--- src/hw/rtl/i4p_pkg.sv ---
// Shared types, mode codes and constants of the 4x4 intra predictor.
package i4p_pkg;

  localparam int unsigned ByteW  = 8;
  localparam int unsigned KindW  = 4;
  localparam int unsigned EdgeW  = 8 * ByteW;
  localparam int unsigned RowW   = 4 * ByteW;
  localparam logic [ByteW-1:0] MidGrey = 8'd128;

  typedef enum logic [KindW-1:0] {
    MODE_VERT    = 4'd0,
    MODE_HORZ    = 4'd1,
    MODE_DC      = 4'd2,
    MODE_LEFT_DC = 4'd3,
    MODE_TOP_DC  = 4'd4,
    MODE_FLAT    = 4'd5,
    MODE_DL      = 4'd6,
    MODE_DR      = 4'd7,
    MODE_VR      = 4'd8,
    MODE_HD      = 4'd9,
    MODE_VL      = 4'd10,
    MODE_HU      = 4'd11,
    MODE_DL_ND   = 4'd12,
    MODE_HU_ND   = 4'd13,
    MODE_VL_ND   = 4'd14
  } mode_e;

  typedef struct packed {
    logic [KindW-1:0] kind;
    logic [EdgeW-1:0] top_row;
    logic [EdgeW-1:0] left_col;
    logic [ByteW-1:0] corner;
    logic             right_missing;
  } pred_in_t;

  typedef struct packed {
    logic [RowW-1:0] row3;
    logic [RowW-1:0] row2;
    logic [RowW-1:0] row1;
    logic [RowW-1:0] row0;
  } pred_out_t;

endpackage

--- src/hw/rtl/i4p_if.sv ---
// Valid/ready channels carrying neighbor words in and predicted blocks out.
interface i4p_in_if import i4p_pkg::*; ();
  logic             valid;
  logic             ready;
  logic [KindW-1:0] kind;
  logic [EdgeW-1:0] top_row;
  logic [EdgeW-1:0] left_col;
  logic [ByteW-1:0] corner;
  logic             right_missing;

  modport source (output valid, kind, top_row, left_col, corner, right_missing,
                  input ready);
  modport sink   (input valid, kind, top_row, left_col, corner, right_missing,
                  output ready);
endinterface

interface i4p_out_if import i4p_pkg::*; ();
  logic            valid;
  logic            ready;
  logic [RowW-1:0] row0;
  logic [RowW-1:0] row1;
  logic [RowW-1:0] row2;
  logic [RowW-1:0] row3;

  modport source (output valid, row0, row1, row2, row3, input ready);
  modport sink   (input valid, row0, row1, row2, row3, output ready);
endinterface

--- src/hw/rtl/i4p_core.sv ---
// Combinational 4x4 block prediction from one registered neighbor word.
module i4p_core import i4p_pkg::*; (
  input  pred_in_t  pred_i,
  output pred_out_t pred_o
);

  logic [ByteW-1:0] t  [8];
  logic [ByteW-1:0] l  [8];
  logic [ByteW-1:0] lx [8];
  logic [ByteW-1:0] ed [9];
  logic [ByteW-1:0] dl [7];
  logic [ByteW-1:0] dr [1:7];
  logic [ByteW-1:0] b  [4][4];
  logic [ByteW-1:0] lt;
  logic             nodown;
  logic [10:0]      t_sum;
  logic [10:0]      l_sum;

  function automatic logic [10:0] e11(input logic [ByteW-1:0] x);
    return {3'b000, x};
  endfunction

  function automatic logic [10:0] s3(input logic [ByteW-1:0] a, x, c);
    return e11(a) + (e11(x) << 1) + e11(c);
  endfunction

  function automatic logic [ByteW-1:0] rnd8(input logic [10:0] s);
    logic [10:0] v;
    v = s + 11'd4;
    return v[10:3];
  endfunction

  function automatic logic [ByteW-1:0] rnd4(input logic [10:0] s);
    logic [10:0] v;
    v = s + 11'd2;
    return v[9:2];
  endfunction

  function automatic logic [ByteW-1:0] avg2(input logic [ByteW-1:0] a, c);
    logic [10:0] v;
    v = e11(a) + e11(c) + 11'd1;
    return v[8:1];
  endfunction

  function automatic logic [ByteW-1:0] avg3(input logic [ByteW-1:0] a, x, c);
    return rnd4(s3(a, x, c));
  endfunction

  assign lt     = pred_i.corner;
  assign nodown = (pred_i.kind == MODE_DL_ND) || (pred_i.kind == MODE_HU_ND) ||
                  (pred_i.kind == MODE_VL_ND);

  // Unpack neighbors; substitute T3 on the right when right_missing, L3 below for no-down modes.
  always_comb begin
    for (int i = 0; i < 8; i++) begin
      t[i] = pred_i.top_row[ByteW*i +: ByteW];
      l[i] = pred_i.left_col[ByteW*i +: ByteW];
      if (pred_i.right_missing && i >= 4) begin
        t[i] = pred_i.top_row[ByteW*3 +: ByteW];
      end
      lx[i] = (nodown && i >= 4) ? l[3] : l[i];
    end
  end

  always_comb begin
    ed[0] = l[3]; ed[1] = l[2]; ed[2] = l[1]; ed[3] = l[0];
    ed[4] = lt;   ed[5] = t[0]; ed[6] = t[1]; ed[7] = t[2]; ed[8] = t[3];
    for (int k = 1; k < 8; k++) begin
      dr[k] = avg3(ed[k-1], ed[k], ed[k+1]);
    end
    for (int i = 0; i < 6; i++) begin
      dl[i] = rnd8(s3(t[i], t[i+1], t[i+2]) + s3(lx[i], lx[i+1], lx[i+2]));
    end
    dl[6] = rnd4(e11(t[6]) + e11(t[7]) + e11(lx[6]) + e11(lx[7]));
    t_sum = e11(t[0]) + e11(t[1]) + e11(t[2]) + e11(t[3]);
    l_sum = e11(l[0]) + e11(l[1]) + e11(l[2]) + e11(l[3]);
  end

  always_comb begin
    for (int r = 0; r < 4; r++) begin
      for (int c = 0; c < 4; c++) begin
        b[r][c] = MidGrey;
      end
    end
    case (pred_i.kind)
      MODE_VERT: begin
        for (int r = 0; r < 4; r++) begin
          for (int c = 0; c < 4; c++) b[r][c] = t[c];
        end
      end
      MODE_HORZ: begin
        for (int r = 0; r < 4; r++) begin
          for (int c = 0; c < 4; c++) b[r][c] = l[r];
        end
      end
      MODE_DC: begin
        for (int r = 0; r < 4; r++) begin
          for (int c = 0; c < 4; c++) b[r][c] = rnd8(t_sum + l_sum);
        end
      end
      MODE_LEFT_DC: begin
        for (int r = 0; r < 4; r++) begin
          for (int c = 0; c < 4; c++) b[r][c] = rnd4(l_sum);
        end
      end
      MODE_TOP_DC: begin
        for (int r = 0; r < 4; r++) begin
          for (int c = 0; c < 4; c++) b[r][c] = rnd4(t_sum);
        end
      end
      MODE_DL, MODE_DL_ND: begin
        for (int r = 0; r < 4; r++) begin
          for (int c = 0; c < 4; c++) b[r][c] = dl[r+c];
        end
      end
      MODE_DR: begin
        for (int r = 0; r < 4; r++) begin
          for (int c = 0; c < 4; c++) b[r][c] = dr[4+c-r];
        end
      end
      MODE_VR: begin
        b[0][0] = avg2(lt, t[0]);          b[2][1] = b[0][0];
        b[0][1] = avg2(t[0], t[1]);        b[2][2] = b[0][1];
        b[0][2] = avg2(t[1], t[2]);        b[2][3] = b[0][2];
        b[0][3] = avg2(t[2], t[3]);
        b[1][0] = avg3(l[0], lt, t[0]);    b[3][1] = b[1][0];
        b[1][1] = avg3(lt, t[0], t[1]);    b[3][2] = b[1][1];
        b[1][2] = avg3(t[0], t[1], t[2]);  b[3][3] = b[1][2];
        b[1][3] = avg3(t[1], t[2], t[3]);
        b[2][0] = avg3(lt, l[0], l[1]);
        b[3][0] = avg3(l[0], l[1], l[2]);
      end
      MODE_HD: begin
        b[0][0] = avg2(lt, l[0]);          b[1][2] = b[0][0];
        b[0][1] = avg3(l[0], lt, t[0]);    b[1][3] = b[0][1];
        b[0][2] = avg3(lt, t[0], t[1]);
        b[0][3] = avg3(t[0], t[1], t[2]);
        b[1][0] = avg2(l[0], l[1]);        b[2][2] = b[1][0];
        b[1][1] = avg3(lt, l[0], l[1]);    b[2][3] = b[1][1];
        b[2][0] = avg2(l[1], l[2]);        b[3][2] = b[2][0];
        b[2][1] = avg3(l[0], l[1], l[2]);  b[3][3] = b[2][1];
        b[3][0] = avg2(l[2], l[3]);
        b[3][1] = avg3(l[1], l[2], l[3]);
      end
      MODE_VL, MODE_VL_ND: begin
        b[0][0] = rnd8((e11(t[0]) << 1) + (e11(t[1]) << 1) + s3(l[1], l[2], l[3]));
        b[1][0] = rnd8(s3(t[0], t[1], t[2]) + s3(l[2], l[3], lx[4]));
        for (int c = 1; c < 4; c++) begin
          b[0][c]   = avg2(t[c], t[c+1]);
          b[2][c-1] = b[0][c];
          b[1][c]   = avg3(t[c], t[c+1], t[c+2]);
          b[3][c-1] = b[1][c];
        end
        b[2][3] = avg2(t[4], t[5]);
        b[3][3] = avg3(t[4], t[5], t[6]);
      end
      MODE_HU, MODE_HU_ND: begin
        b[0][0] = rnd8(s3(t[1], t[2], t[3]) + (e11(l[0]) << 1) + (e11(l[1]) << 1));
        b[0][1] = rnd8(s3(t[2], t[3], t[4]) + s3(l[0], l[1], l[2]));
        b[0][2] = rnd8(s3(t[3], t[4], t[5]) + (e11(l[1]) << 1) + (e11(l[2]) << 1));
        b[1][0] = b[0][2];
        b[0][3] = rnd8(s3(t[4], t[5], t[6]) + s3(l[1], l[2], l[3]));
        b[1][1] = b[0][3];
        b[1][2] = rnd8(s3(t[5], t[6], t[7]) + (e11(l[2]) << 1) + (e11(l[3]) << 1));
        b[2][0] = b[1][2];
        b[1][3] = rnd8(s3(t[6], t[7], t[7]) + s3(l[2], l[3], l[3]));
        b[2][1] = b[1][3];
        b[2][3] = avg3(l[3], lx[4], lx[5]);
        b[3][1] = b[2][3];
        b[3][0] = rnd4(e11(t[6]) + e11(t[7]) + e11(l[3]) + e11(lx[4]));
        b[2][2] = b[3][0];
        b[3][2] = avg2(lx[4], lx[5]);
        b[3][3] = avg3(lx[4], lx[5], lx[6]);
      end
      default: begin
      end
    endcase
  end

  assign pred_o.row0 = {b[0][3], b[0][2], b[0][1], b[0][0]};
  assign pred_o.row1 = {b[1][3], b[1][2], b[1][1], b[1][0]};
  assign pred_o.row2 = {b[2][3], b[2][2], b[2][1], b[2][0]};
  assign pred_o.row3 = {b[3][3], b[3][2], b[3][1], b[3][0]};

endmodule

--- src/hw/rtl/intra4x4_predictor.sv ---
// Top level of the 4x4 intra predictor: input register, predictor, result register.
//
// Input channel in_i carries one word per block: mode, eight top and eight left
// neighbor bytes, the corner byte and the right-missing flag. Output channel
// out_o returns one word of four packed rows per input word, in order.
// A word is moved at a rising edge with valid and ready both high.
// An accepted word waits in the input register, then passes the predictor into the
// result register and onto out_o once that register is empty or its word is taken.
// Throughput: one word per cycle while out_o takes words, set by the single
// combinational prediction stage between the two registers.
// Reset clears both valid flags; no word is held afterward.
// When out_o stalls, the result register holds, the input register fills,
// and in_i.ready falls once both stages hold a word; no word is dropped.
module intra4x4_predictor import i4p_pkg::*; (
  input  logic      clk_i,
  input  logic      rst_ni,
  i4p_in_if.sink    in_i,
  i4p_out_if.source out_o
);

  logic      in_vld_q;
  pred_in_t  in_q;
  logic      out_vld_q;
  pred_out_t out_q;
  pred_out_t pred_d;
  logic      adv;

  assign adv        = !out_vld_q || out_o.ready;
  assign in_i.ready = !in_vld_q || adv;

  i4p_core u_core (
    .pred_i (in_q),
    .pred_o (pred_d)
  );

  always_ff @(posedge clk_i or negedge rst_ni) begin
    if (!rst_ni) begin
      in_vld_q  <= 1'b0;
      out_vld_q <= 1'b0;
    end else begin
      if (in_i.ready) begin
        in_vld_q <= in_i.valid;
      end
      if (adv) begin
        out_vld_q <= in_vld_q;
      end
    end
  end

  always_ff @(posedge clk_i) begin
    if (in_i.valid && in_i.ready) begin
      in_q.kind          <= in_i.kind;
      in_q.top_row       <= in_i.top_row;
      in_q.left_col      <= in_i.left_col;
      in_q.corner        <= in_i.corner;
      in_q.right_missing <= in_i.right_missing;
    end
    if (adv && in_vld_q) begin
      out_q <= pred_d;
    end
  end

  assign out_o.valid = out_vld_q;
  assign out_o.row0  = out_q.row0;
  assign out_o.row1  = out_q.row1;
  assign out_o.row2  = out_q.row2;
  assign out_o.row3  = out_q.row3;

`ifndef SYNTH
  a_advance : assert property (@(posedge clk_i) disable iff (!rst_ni)
    in_vld_q && adv |=> out_vld_q)
    else $error("pending word not moved to result register");

  a_hold_full : assert property (@(posedge clk_i) disable iff (!rst_ni)
    out_vld_q && !out_o.ready && in_vld_q |=> in_vld_q && out_vld_q)
    else $error("word lost while output stalled");

  a_latency : assert property (@(posedge clk_i) disable iff (!rst_ni)
    in_i.valid && in_i.ready && !in_vld_q && !out_vld_q |-> ##2 out_vld_q)
    else $error("result missing two cycles after accept into empty pipe");

  a_ready_full : assert property (@(posedge clk_i) disable iff (!rst_ni)
    !in_i.ready |-> in_vld_q && out_vld_q)
    else $error("input stalled with a free stage");
`endif

endmodule

--- src/flat_wrapper.sv ---
// flat-port wrapper written by rule: the top's interface ports become plain ports
module intra4x4_predictor_flat import i4p_pkg::*;
  (clk_i, rst_ni, in_i_valid, in_i_kind, in_i_top_row, in_i_left_col, in_i_corner, in_i_right_missing, in_i_ready, out_o_valid, out_o_row0, out_o_row1, out_o_row2, out_o_row3, out_o_ready);
  i4p_in_if in_i_i ();
  i4p_out_if out_o_i ();
  input  logic clk_i;
  input  logic rst_ni;
  input wire logic [$bits(in_i_i.valid)-1:0] in_i_valid;
  input wire logic [$bits(in_i_i.kind)-1:0] in_i_kind;
  input wire logic [$bits(in_i_i.top_row)-1:0] in_i_top_row;
  input wire logic [$bits(in_i_i.left_col)-1:0] in_i_left_col;
  input wire logic [$bits(in_i_i.corner)-1:0] in_i_corner;
  input wire logic [$bits(in_i_i.right_missing)-1:0] in_i_right_missing;
  output wire logic [$bits(in_i_i.ready)-1:0] in_i_ready;
  output wire logic [$bits(out_o_i.valid)-1:0] out_o_valid;
  output wire logic [$bits(out_o_i.row0)-1:0] out_o_row0;
  output wire logic [$bits(out_o_i.row1)-1:0] out_o_row1;
  output wire logic [$bits(out_o_i.row2)-1:0] out_o_row2;
  output wire logic [$bits(out_o_i.row3)-1:0] out_o_row3;
  input wire logic [$bits(out_o_i.ready)-1:0] out_o_ready;
  assign in_i_i.valid = in_i_valid;
  assign in_i_i.kind = in_i_kind;
  assign in_i_i.top_row = in_i_top_row;
  assign in_i_i.left_col = in_i_left_col;
  assign in_i_i.corner = in_i_corner;
  assign in_i_i.right_missing = in_i_right_missing;
  assign in_i_ready = in_i_i.ready;
  assign out_o_valid = out_o_i.valid;
  assign out_o_row0 = out_o_i.row0;
  assign out_o_row1 = out_o_i.row1;
  assign out_o_row2 = out_o_i.row2;
  assign out_o_row3 = out_o_i.row3;
  assign out_o_i.ready = out_o_ready;
  intra4x4_predictor u_core (.clk_i(clk_i), .rst_ni(rst_ni), .in_i(in_i_i), .out_o(out_o_i));
endmodule
--- config.mk ---
export PLATFORM = sky130hd
export DESIGN_NAME = intra4x4_predictor_flat
export DESIGN_NICKNAME = d
export VERILOG_FILES = /design/src/hw/rtl/i4p_pkg.sv /design/src/hw/rtl/i4p_if.sv /design/src/hw/rtl/i4p_core.sv /design/src/hw/rtl/intra4x4_predictor.sv /design/src/flat_wrapper.sv
export SDC_FILE = /design/constraint.sdc
export NUM_CORES = 2
export LEC_CHECK = 0
export ABC_AREA = 1
export CAP_MARGIN = 20
export CORE_MARGIN = 2
export CORE_UTILIZATION = 40
export DETAILED_ROUTE_END_ITERATION = 10
export DONT_BUFFER_PORTS = 1
export HOLD_SLACK_MARGIN = 0.06
export PLACE_DENSITY_LB_ADDON = 0.05
export RECOVER_POWER = 100
export SETUP_SLACK_MARGIN = 0.4
export SLEW_MARGIN = 40
export SYNTH_ARGS = -nofsm -noshare
export SYNTH_HDL_FRONTEND = slang
export SYNTH_SLANG_ARGS = --single-unit
--- constraint.sdc ---
create_clock -name clk_i -period 8.1 [get_ports clk_i]
set_input_delay 0.81 -clock clk_i [delete_from_list [all_inputs] [get_ports clk_i]]
set_output_delay 0.81 -clock clk_i [all_outputs]
set_load 0.03 [all_outputs]
## After elaboration in Yosys (flattened, before gate mapping)

Index checks and enable logic that the tools add are counted.

| operators by class | value |
|---|---|
| add/subtract/negate cells | 123 |
| equal/unequal tests | 13 |
| multiplexer cells | 9 |
| reduce and logical (&&, ||, !) cells | 12 |

Operator list:

| cell | count |
|---|---|
| 128-bit one-hot mux with 11 select lines | 1 |
| 10-bit by 2-bit adder with 10-bit output, second input constant | 19 |
| 8-bit by 9-bit adder with 10-bit output | 19 |
| 11-bit by 3-bit adder with 11-bit output, second input constant | 15 |
| 10-bit by 8-bit adder with 11-bit output | 11 |
| 11-bit adder | 11 |
| 8-bit by 8-bit adder with 9-bit output | 12 |
| 9-bit by 1-bit adder with 9-bit output, second input constant | 11 |
| 10-bit by 8-bit adder with 10-bit output | 9 |
| 11-bit by 8-bit adder with 11-bit output | 7 |
| 11-bit by 9-bit adder with 11-bit output | 6 |
| 8-bit two-way mux | 8 |
| 4-bit == test, second input constant | 7 |
| 4-bit by 3-bit == test with 1-bit output, second input constant | 3 |
| 10-bit by 11-bit adder with 11-bit output | 1 |
| 9-bit by 8-bit adder with 10-bit output | 1 |
| 9-bit by 9-bit adder with 10-bit output | 1 |
| 4-bit by 2-bit == test with 1-bit output, second input constant | 2 |
| 2-bit OR reduction | 3 |
| 4-bit by 1-bit == test with 1-bit output, second input constant | 1 |
| 4-bit logical NOT | 1 |
| 1-bit logical OR | 4 |
| 1-bit logical AND | 2 |
| 1-bit logical NOT | 2 |

| word-level totals | value |
|---|---|
| register bits | 271 |
| input port bits | 145 |
| output and inout bits | 130 |
| logic and storage cells | 168 |

## Longest topological paths before layout

| depth | value |
|---|---|
| depth after elaboration | 9 |
| depth in mapped cells | 34 |
| depth with buffers taken out | 32 |

## By module

A second synthesis with hierarchy kept.

| unflattened totals | value |
|---|---|
| cells, all modules | 5,521 |
| area total of the unflattened synthesis | 39,537.9 um2 |

Modules (own cells, without submodules):

| module | instances | cells each | area each (um2) | sequential area each (um2) |
|---|---|---|---|---|
| i4p_core | 1 | 5,240 | 31,365.1 | 0.0 |
| intra4x4_predictor | 1 | 281 | 8,172.8 | 8,127.8 |

## Least setup slack after synthesis

No wires, ideal clock.

| path | value |
|---|---|
| kind | input -> register |
| from | in out_o_ready |
| to | reg u_core.out_q, in the netlist u_core.out_o.row0[0] (enable) |
| library setup time | 0.657 ns |
| data arrival time | 7.009 ns |
| required time | 7.443 ns |
| slack | 0.433 ns |
| stages | 2 |
| buffers on the path | 0 |
| path through | inv_1 a21oi_1 |

| between the ends | value |
|---|---|
| word-level cells in the longest chain between the ends | 2 |

RTL lines:

| element | RTL line | text |
|---|---|---|
| start, declared | flat_wrapper.sv:20 | `input wire logic [$bits(out_o_i.ready)-1:0] out_o_ready;` |
| 1-bit logical OR | intra4x4_predictor.sv:28 | `assign adv = !out_vld_q \|\| out_o.ready;` |
| 1-bit logical AND | intra4x4_predictor.sv:58 | `if (adv && in_vld_q) begin` |
| end signal, assigned | intra4x4_predictor.sv:59 | `out_q <= pred_d;` |
| end, declared | intra4x4_predictor.sv:24 | `pred_out_t out_q;` |

No other way between the ends.
A chain may end at the register's enable or synchronous reset.

==> metrics.txt <==
status finished, violations left; failing checks max-capacitance violations, max-slew violations; initial antenna violation count 14; worst r2r path cells 28; Reg clk slew, reported paths approximately 70 ps; worst slew pin tran 3990 ps; fillers 10.1k; Final Cycle Share between 80% and 90%; root buf cell clkbuf_16; drt first pass iters 8; post-route ant nets 0; syn_area_per_cell approximately 7.2 um2; drt drc 0; H-Tree Depth 2; PostCTS Resize Cnt 0; Total Power 18.8 mW; DRT iter0 DRCs between 5k and 6k; Crit. End Element flip-flop; Psw around 11 mW; vias per cell 6.05; Critical Path Slowest Stage Cell nor2_1; class of the worst hold path primary input to flip-flop; leading area contributor after synthesis edfxtp_1; Post-DP Area 41200 um2; Comb pwr share 76.1%; setup bufs post-CTS 0; Yosys top cell area share 20.7%; worst reg2reg startpoint u_core.in_q[138]; f_max roughly 140 MHz; fin crit period ~7100 ps; Die Wd between 300 and 400 um; pwr dens between 400 and 500 nW/um2; post-DR wirelength/cell 33.3 um; CP Data Arrival Time approximately 7500 ps; DIE AREA ~100000 um2; commonest non-fill, non-tap cell in the layout nand2_1; routability-driven placement congestion ratio 1.12; clock tree sinks 271; Worst EP required 8420 ps; HPWL Detailed 192000 um; Hold Path Stages 0; reg-to-reg slack, setup 970 ps; most frequent cells in the layout nand2_1, inv_1, ha_1, nand3_1, nor2_1; Leak Pwr 21.6 nW; Setup Viol. Count Final 0; GR Overflow Total 0; Area Overhead vs Synth 8.57%; GRT Util Overall roughly 45%; pre-CTS WS 1310 ps; initial core utilization 40.4%; Core ar. 96600 um2; site row count between 100 and 150; synthesized flop and latch total 271; maximum vdd drop 0.000203 V; chip height 316 um; CTS tree yes; Worst Path Max Fanout 25; sequential cell area fraction in the yosys report a little over a fifth; max-slew violations 222; largest net degree at the start of global routing 91; later-pin clock latency in the skew report 650 ps; internal cell power 7.36 mW; clock share of power 8.8%; worst hold endpoint u_core.in_q[17]; max incr delay on CP 590 ps; Max transition margin -168%; final net count 6376; ratio of cells with drive above 1 in the final layout 4.82%; synth top area cells edfxtp_1, ha_1, nand2_1; endpoints failing hold 0; synthesized area 39000 um2; sw frac between 60% and 70%; DR vias 41.1k; crit path kind flip-flop to flip-flop; input/output buffers 0; vias in the first global route 37.2k; Clock Skew 53.5 ps; synthesized instance count 5426; post-synthesis cell type count 54; worst r2r dst u_core.out_o.row3[4]; final setup TNS 0 ps; startpoint types flip-flop; sequential share of power between 15 and 20%; Async S/R FF share, synth 0.738%; Post-synth EDFFs around 270; fin area ~42000 um2; first-pass GRT wire length 304000 um; maxcap violations 3; final WL 226000 um; I/O pin cnt 275; unrepaired setup endpoints after global routing false; CTS max path bufs 3; synth warn 0; Post-synth top flop edfxtp_1; Final Worst Setup Slack 968 ps; Num CTS Buffers 35; min-delay src in_i_left_col[8]; syn nets roughly 6.3k
[registers in the layout (all words and copies together) (netlist names)]
name                count
u_core.in_q           141
u_core.in_vld_q         1
u_core.out_o.row0      32
u_core.out_o.row1      32
u_core.out_o.row2      32
u_core.out_o.row3      32
u_core.out_o.valid      1
[power groups by stage]
stage | combinational [mW] | clock (mW) | sequential [mW]
CTS | 13.7 | 1.67 | 2.84
global route | 15.4 | 1.71 | 2.88
floorplan | 8.71 | 0 | 2.72
detailed placement | 13.6 | 0 | 2.86
global placement | 13.6 | 0 | 2.87
finish | 14.3 | 1.66 | 2.85
[stage by stage]
stage	hold slack [ps]	util [%]	instances
final	249	43.8	6804
after global routing	255	43.8	6802
after CTS	245	43.9	6799
after detailed placement	514	42.7	6736
after global placement	494	42.5	6732
after floorplan	447	-	5426
[timing repair]
item / CTS / global route
hold buffers: 1 / 0
endpoints found under the hold margin: 2 / 0
endpoints found under the setup margin: 0 / 0
[cell usage after synthesis (12+ instances only)]
master and n:
o21a_1 21, nand2_1 1236, nor4_1 22, xor2_1 63, a31oi_1 27, nor3_1 93
o21bai_1 47, clkbuf_1 34, edfxtp_1 269, xnor2_1 42, nand4_1 168, buf_2 18
o21ai_0 246, nor2_1 425, nand3b_1 36, o211ai_1 29, nand3_1 440, ha_1 549
inv_1 898, nand2_2 17, fa_1 183, a21oi_1 368, or2_2 52, a21o_1 22
o2111ai_1 12
[final cells by class]
class	count	area, um2	area share [%]
Clock inverter	22	223	0.526
Tap cell	1276	1600	3.77
Clock buffer	40	916	2.16
Inverter	904	3390	8.02
Antenna cell	4	10.0	0.0237
Timing Repair Buffer	98	731	1.73
Multi-Input combinational cell	4189	27300	64.6
Sequential cell	271	8130	19.2
[critical path: cells and delay by family, from the launching register on]
kind / cells / cell delay [ps]
simple gates: 15 / 3270
fa+ha+maj: 4 / 1610
buf+inv: 7 / 1310
flops: 1 / 440
compound gates: 2 / 190
[metal layers]
| metal | up-vias | GRT usage (%) | share of wire (%) |
|---|---|---|---|
| met3 | 580 | 17.7 | 14 |
| met1 | 19500 | 58.4 | 40 |
| met2 | 2703 | 60.2 | 38 |
| met4 | 12 | 29.0 | 7.9 |
| met5 | - | 0 | 0.17 |
| li1 | 18400 | - | - |
[worst max-delay path by stage]
stage	from	slack (ps)	cells after the start	endpoint
2_1_floorplan	out_o_ready	430	2	u_core.out_o.row0[0]
3_3_place_gp	u_core.in_q[0]	1340	27	u_core.out_o.row1[22]
3_5_place_dp	u_core.in_q[0]	1310	26	u_core.out_o.row3[21]
4_1_cts	u_core.in_q[0]	1310	26	u_core.out_o.row3[21]
5_1_grt	u_core.in_q[0]	650	29	u_core.out_o.row1[22]
6_report	u_core.in_q[138]	970	28	u_core.out_o.row3[4]
[cell families after synthesis]
group	count (synthesis)	synth area share (%)
simple gates	2519	28.3
buf+inv	966	9.42
compound gates	833	12.1
fa+ha+maj	732	27.0
flops	271	20.9
xor+xnor	105	2.36
No activity file was read; power rests on OpenSTA's default activity.
